### src/afu_pkg.sv
`timescale 1ns / 1ps
// shared types, codes and constant tables for the activation function unit
package afu_pkg;

    typedef enum logic [1:0] {
        MODE_RELU    = 2'd0,
        MODE_SIGMOID = 2'd1,
        MODE_TANH    = 2'd2,
        MODE_PRELU   = 2'd3
    } t_act_mode;

    localparam logic CMD_ACTIVATE    = 1'b0;
    localparam logic CMD_WRITE_SLOPE = 1'b1;

    // register index as decoded from paddr[2]
    localparam logic REG_ACT_MODE     = 1'b0;
    localparam logic REG_SLOPE_SHARED = 1'b1;

    localparam int CH_W   = 10;
    localparam int CH_MAX = 1 << CH_W;
    localparam int X_W    = 16;
    localparam int YQ_W   = 12;
    localparam int TAB_W  = 6;

    // exp values in unsigned fixed point, 1.0 = 2^F_BITS
    localparam int F_BITS = 52;
    localparam int F_W    = F_BITS + 1;
    localparam int SPLIT  = F_BITS / 2;

    // rounding search over the result count
    localparam int C_W = 9;
    localparam logic [9:0]  SIG_LIMIT  = 10'd128;
    localparam logic [9:0]  TANH_LIMIT = 10'd256;
    localparam logic [10:0] SIG_A0     = 11'd257;
    localparam logic [10:0] SIG_B0     = 11'd255;
    localparam logic [10:0] TANH_A0    = 11'd513;
    localparam logic [10:0] TANH_B0    = 11'd511;
    localparam logic [15:0] SIG_MID    = 16'd128;

    typedef struct packed {
        t_act_mode        mode;
        logic             neg;
        logic             full;
        logic [F_W-1:0]   f;
        logic [C_W-1:0]   c;
        logic [X_W-1:0]   pre_y;
        logic             pre_sat;
    } t_srch;

    // exp(-1/256) with 62 fraction bits, by its series
    localparam int EXP_FRAC = 62;
    localparam logic [63:0] EXP_ONE = 64'd1 << EXP_FRAC;
    localparam logic [63:0] EXP_STEP = EXP_ONE - (EXP_ONE >> 8) + (EXP_ONE >> 17)
        - (EXP_ONE >> 24) / 6 + (EXP_ONE >> 32) / 24
        - (EXP_ONE >> 40) / 120 + (EXP_ONE >> 48) / 720;

    // exp(-n/256) by square and multiply, evaluated at elaboration
    function automatic logic [F_W-1:0] exp_neg_q(input logic [YQ_W-1:0] n);
        logic [63:0]  acc;
        logic [63:0]  base;
        logic [127:0] prod;
        acc  = EXP_ONE;
        base = EXP_STEP;
        for (int i = 0; i < YQ_W; i++) begin
            if (n[i]) begin
                prod = 128'(acc) * 128'(base);
                acc  = prod[EXP_FRAC+63:EXP_FRAC];
            end
            prod = 128'(base) * 128'(base);
            base = prod[EXP_FRAC+63:EXP_FRAC];
        end
        return acc[EXP_FRAC:EXP_FRAC-F_BITS];
    endfunction

endpackage

### src/afu_search_step.sv
`timescale 1ns / 1ps
// one registered step of the rounding search for sigmoid and tanh
module afu_search_step #(
    parameter int BIT = 0
) (
    input  logic            i_clk,
    input  logic            i_rst_n,
    input  logic            i_en,
    input  logic            i_valid,
    input  afu_pkg::t_srch  i_stage,
    output logic            o_valid,
    output afu_pkg::t_srch  o_stage
);

    localparam logic [9:0] STEP = 10'(1 << BIT);

    logic           r_vld;
    afu_pkg::t_srch r_stage;
    afu_pkg::t_srch n_stage;
    logic [9:0]     w_limit;
    logic [10:0]    w_a0;
    logic [10:0]    w_b0;
    logic [9:0]     w_try;
    logic [9:0]     w_j;
    logic [10:0]    w_a;
    logic [10:0]    w_b;
    logic [63:0]    w_lhs;
    logic [63:0]    w_rhs;

    always_comb begin
        if (i_stage.mode == afu_pkg::MODE_TANH) begin
            w_limit = afu_pkg::TANH_LIMIT;
            w_a0    = afu_pkg::TANH_A0;
            w_b0    = afu_pkg::TANH_B0;
        end else begin
            w_limit = afu_pkg::SIG_LIMIT;
            w_a0    = afu_pkg::SIG_A0;
            w_b0    = afu_pkg::SIG_B0;
        end
    end

    // level j holds when f * (a0 + 2j) <= (b0 - 2j)
    assign w_try = {1'b0, i_stage.c} + STEP;
    assign w_j   = w_try - 10'd1;
    assign w_a   = w_a0 + {w_j, 1'b0};
    assign w_b   = w_b0 - {w_j, 1'b0};
    assign w_lhs = 64'(i_stage.f) * 64'(w_a);
    assign w_rhs = 64'(w_b[8:0]) << afu_pkg::F_BITS;

    always_comb begin
        n_stage = i_stage;
        if ((w_try <= w_limit) && (w_lhs <= w_rhs)) begin
            n_stage.c = w_try[afu_pkg::C_W-1:0];
        end
    end

    always_ff @(posedge i_clk) begin
        if (!i_rst_n) begin
            r_vld <= 1'b0;
        end else if (i_en) begin
            r_vld <= i_valid;
        end
    end

    always_ff @(posedge i_clk) begin
        if (i_en) begin
            r_stage <= n_stage;
        end
    end

    assign o_valid = r_vld;
    assign o_stage = r_stage;

endmodule
### config.mk
export PLATFORM = sky130hd
export DESIGN_NAME = afu_search_step
export DESIGN_NICKNAME = d
export VERILOG_FILES = /design/src/afu_pkg.sv /design/src/afu_search_step.sv
export SDC_FILE = /design/constraint.sdc
export NUM_CORES = 1
export LEC_CHECK = 0
export ABC_AREA = 1
export BUFFER_PORTS_ARGS = -buffer_cell sky130_fd_sc_hd__buf_2
export CORE_ASPECT_RATIO = 0.6
export CORE_MARGIN = 8
export CORE_UTILIZATION = 65
export CTS_BUF_LIST = sky130_fd_sc_hd__clkbuf_2 sky130_fd_sc_hd__clkbuf_4 sky130_fd_sc_hd__clkbuf_8
export CTS_CLUSTER_SIZE = 20
export DETAILED_ROUTE_END_ITERATION = 12
export PLACE_DENSITY = 0.95
export SYNTH_ARGS = -nofsm -noshare
export SYNTH_HDL_FRONTEND = slang
export SYNTH_SLANG_ARGS = --single-unit
### constraint.sdc
create_clock -name i_clk -period 14.5 [get_ports i_clk]
set_input_delay 2.175 -clock i_clk [delete_from_list [all_inputs] [get_ports i_clk]]
set_output_delay 2.175 -clock i_clk [all_outputs]
set_load 0.02 [all_outputs]
==> summary.txt <==
Yosys
  – Synth Instances: 3,016
  – Mapped Avg Cell Area: 7.56 um2
  – Post-synthesis sequential area ratio: 0.110
  – Synth warnings: 0
  – Synth Register Bits: 84
  – Syn Std Cell Area: 22,800 um2
  – Syn nets: around 3.7k
  – Library cells used by synthesis: 44

Detailed routing
  – DRT Wirelength: 66,600 um
  – Routed vias: 20.0k
  – DR vias/cell: about 5.5
  – Detail Route Antenna Nets: 0
  – Number of iterations in the first detailed-routing pass: 8
  – Residual DRC: 0
  – DR WL/cell: 18.4 um
  – Initial drt markers: approximately 2.1k

Worst setup path
  – WP data required: ~15 ns
  – Reg-to-reg endpoint: o_valid$_SDFFE_PN0P_
  – Max stage delay on crit path: 0.59 ns
  – Arr. time, crit path: 12.33 ns
  – CP Capture Point: o_stage[21]$_DFFE_PP_
  – Worst-path fanout max: 32
  – Crit. End Element: flip-flop
  – R2R depth: 2
  – Slowest cell on crit path: buf_2
  – Crit path launch type: primary input
  – Most common cell on crit path: nand2_1
  – R2R Setup Slk: around 14 ns
  – WS Path Type: in -> reg
  – CP Launch Point: i_stage[17]
  – Reg2reg start: o_valid$_SDFFE_PN0P_

CTS
  – Post_cts resized: 0
  – CTS tree: yes
  – H-tree Lvls: 3
  – CTS root buffer: clkbuf_8
  – Post-CTS setup buffer count: 0
  – # clock sinks: 84
  – Clock-pin slew on the worst setup and hold paths: 0.09 ns
  – Worst skew pair latency: 0.41 ns
  – Total CTS buffers: 9
  – Longest Clk Path Bufs: 2
  – Hold Buf Count CTS: 0

Die
  – Die height: 161 um
  – Die X: around 260 um
  – Initial Utilization: 0.655
  – Number of cell rows: between 50 and 60
  – Core Footprint: about 35,000 um2
  – Die ar.: between 40,000 and 50,000 um2
  – Io pins: 171

Timing
  – Final count of hold timing violations: 0
  – Final critical-path share of the clock period: 0.839
  – Fmax: 82.2 MHz
  – # setup viols final: 0
  – Worst Clk Skew: 0 ns
  – Worst-Margin Slew: just over 0.9 ns
  – Fin. max-slew vios: 0
  – Slew Limit Headroom: 0.380
  – Total negative slack: 0 ns
  – Final min period: between 10 and 15 ns
  – Hold WS: ~0.57 ns
  – RSZ-0062 raised after global routing: no

Cells and area
  – Final std cells w/o fill: approximately 3.6k
  – Most common cell after layout, fill and taps aside: inv_1
  – Number of fill cells: 2,693
  – Antenna fix cells: 0
  – Most frequent cells in the layout: inv_1, nand2_1, fa_1, nor2_1, buf_2
  – Seq. cell area: between 2000 and 3000 um2
  – Final Cell Area: roughly 24,000 um2
  – Syn-to-layout area delta: 6.73%
  – Layout cells sized above 1: 0.0849
  – Multi-input gate area: 16,900 um2
  – Nets: 3,811

Job
  – Max-cap violations: 0

Global route
  – Vias in the first global route: 21.0k
  – Total track usage: 0.328
  – Number of antenna violations at the first check in global routing: 0
  – First-pass GRT wire length: 108,000 um
  – Largest net degree at the start of global routing: 65
  – Total grt overflow: 0

Place
  – Port buffer count: between 150 and 200
  – Placer Congestion: roughly 1.0
  – Cells after DPL: 3,607
  – Detail Placement HPWL: 54,800 um
  – Placed cell areas: 24,100 um2

Run status
  – Status: finished, final reports clean

Min path
  – Hold crit path type: reg -> reg
-- Yosys cell counts, drive strengths merged --
| cell | n | area, um2 |
|---|---|---|
| nand3b | 7 | 52.6 |
| clkinv | 2 | 7.51 |
| inv | 857 | 3220 |
| dfxtp | 1 | 20.0 |
| buf | 9 | 55.1 |
| nor4 | 4 | 31.3 |
| nor2 | 402 | 1650 |
| o21ai | 11 | 55.1 |
| xor2 | 31 | 287 |
| nor3b | 1 | 12.5 |
| a21boi | 1 | 18.8 |
| xnor2 | 11 | 96.3 |
| fa | 459 | 9190 |
| nand3 | 69 | 360 |
| nor3 | 13 | 85.1 |
| and2 | 5 | 31.3 |
| edfxtp | 83 | 2490 |
| clkbuf | 47 | 176 |
| a211oi | 1 | 7.51 |
| a21oi | 56 | 280 |
| ha | 114 | 1430 |
| a31oi | 1 | 6.26 |
| and3 | 2 | 13.8 |
| or2 | 3 | 21.3 |
| o21a | 1 | 7.51 |
| nand4 | 17 | 106 |
| nand2 | 800 | 3040 |
| o21bai | 8 | 60.1 |
-- routing by layer --
metal  routed length (um)  GRT usage
met1                26300      0.449
met4                 2010     0.0969
met3                10000      0.107
met5                   64     0.0109
met2                28200      0.496
-- registers in the layout, indices dropped and copies added (netlist names) --
name,flops
o_valid,1
o_stage,83
-- kinds of logic (layout without fill, tap and decap cells) --
group                      after synthesis  count (layout)  share of synthesized area
AOI/OAI and AO/OA                       79              79                     0.0191
xor gates and xnor gates                42              42                     0.0168
adders and majority gates              573             573                      0.466
buffers and inverters                  915            1055                      0.152
DFF                                     84              84                      0.110
and+or+nand+nor                       1323            1323                      0.237
-- how the worst min path moves through the flow --
stage / to / cells after the start / start / slack [ns]
global route: o_valid$_SDFFE_PN0P_ / 2 / o_valid$_SDFFE_PN0P_ / 0.58
CTS: o_valid$_SDFFE_PN0P_ / 2 / o_valid$_SDFFE_PN0P_ / 0.57
finish: o_valid$_SDFFE_PN0P_ / 2 / o_valid$_SDFFE_PN0P_ / 0.57
floorplan: o_valid$_SDFFE_PN0P_ / 2 / o_valid$_SDFFE_PN0P_ / 0.61
detailed placement: o_valid$_SDFFE_PN0P_ / 2 / o_valid$_SDFFE_PN0P_ / 0.55
global placement: o_valid$_SDFFE_PN0P_ / 2 / o_valid$_SDFFE_PN0P_ / 0.53
-- critical path, delay by kind of cell --
kind / cells / cell delay (ns)
adder cells (fa/ha/maj): 10 / 3.88
AND/OR/NAND/NOR: 24 / 3.65
buffers and inverters: 9 / 1.48
XOR/XNOR: 4 / 0.58
AO/OA/AOI/OAI: 3 / 0.47
-- final cells by class --
class,instances,area share
clock buffer,11,0.00571
tap,467,0.0240
clock inverter,5,0.00247
timing repair buffer,180,0.0381
sequential,84,0.103
multi-input combinational,2017,0.694
inverter,859,0.133
-- metrics by stage --
step | utilization | worst slack (ns)
finish | 0.699 | 2.33
global route | 0.699 | 1.73
CTS | 0.699 | 2.54
detailed placement | 0.693 | 2.17
global placement | 0.693 | 2.37
floorplan | - | 4.44
Power is not shown: default switching activity piles up to over one toggle a cycle in this logic, so the estimate is an artifact.
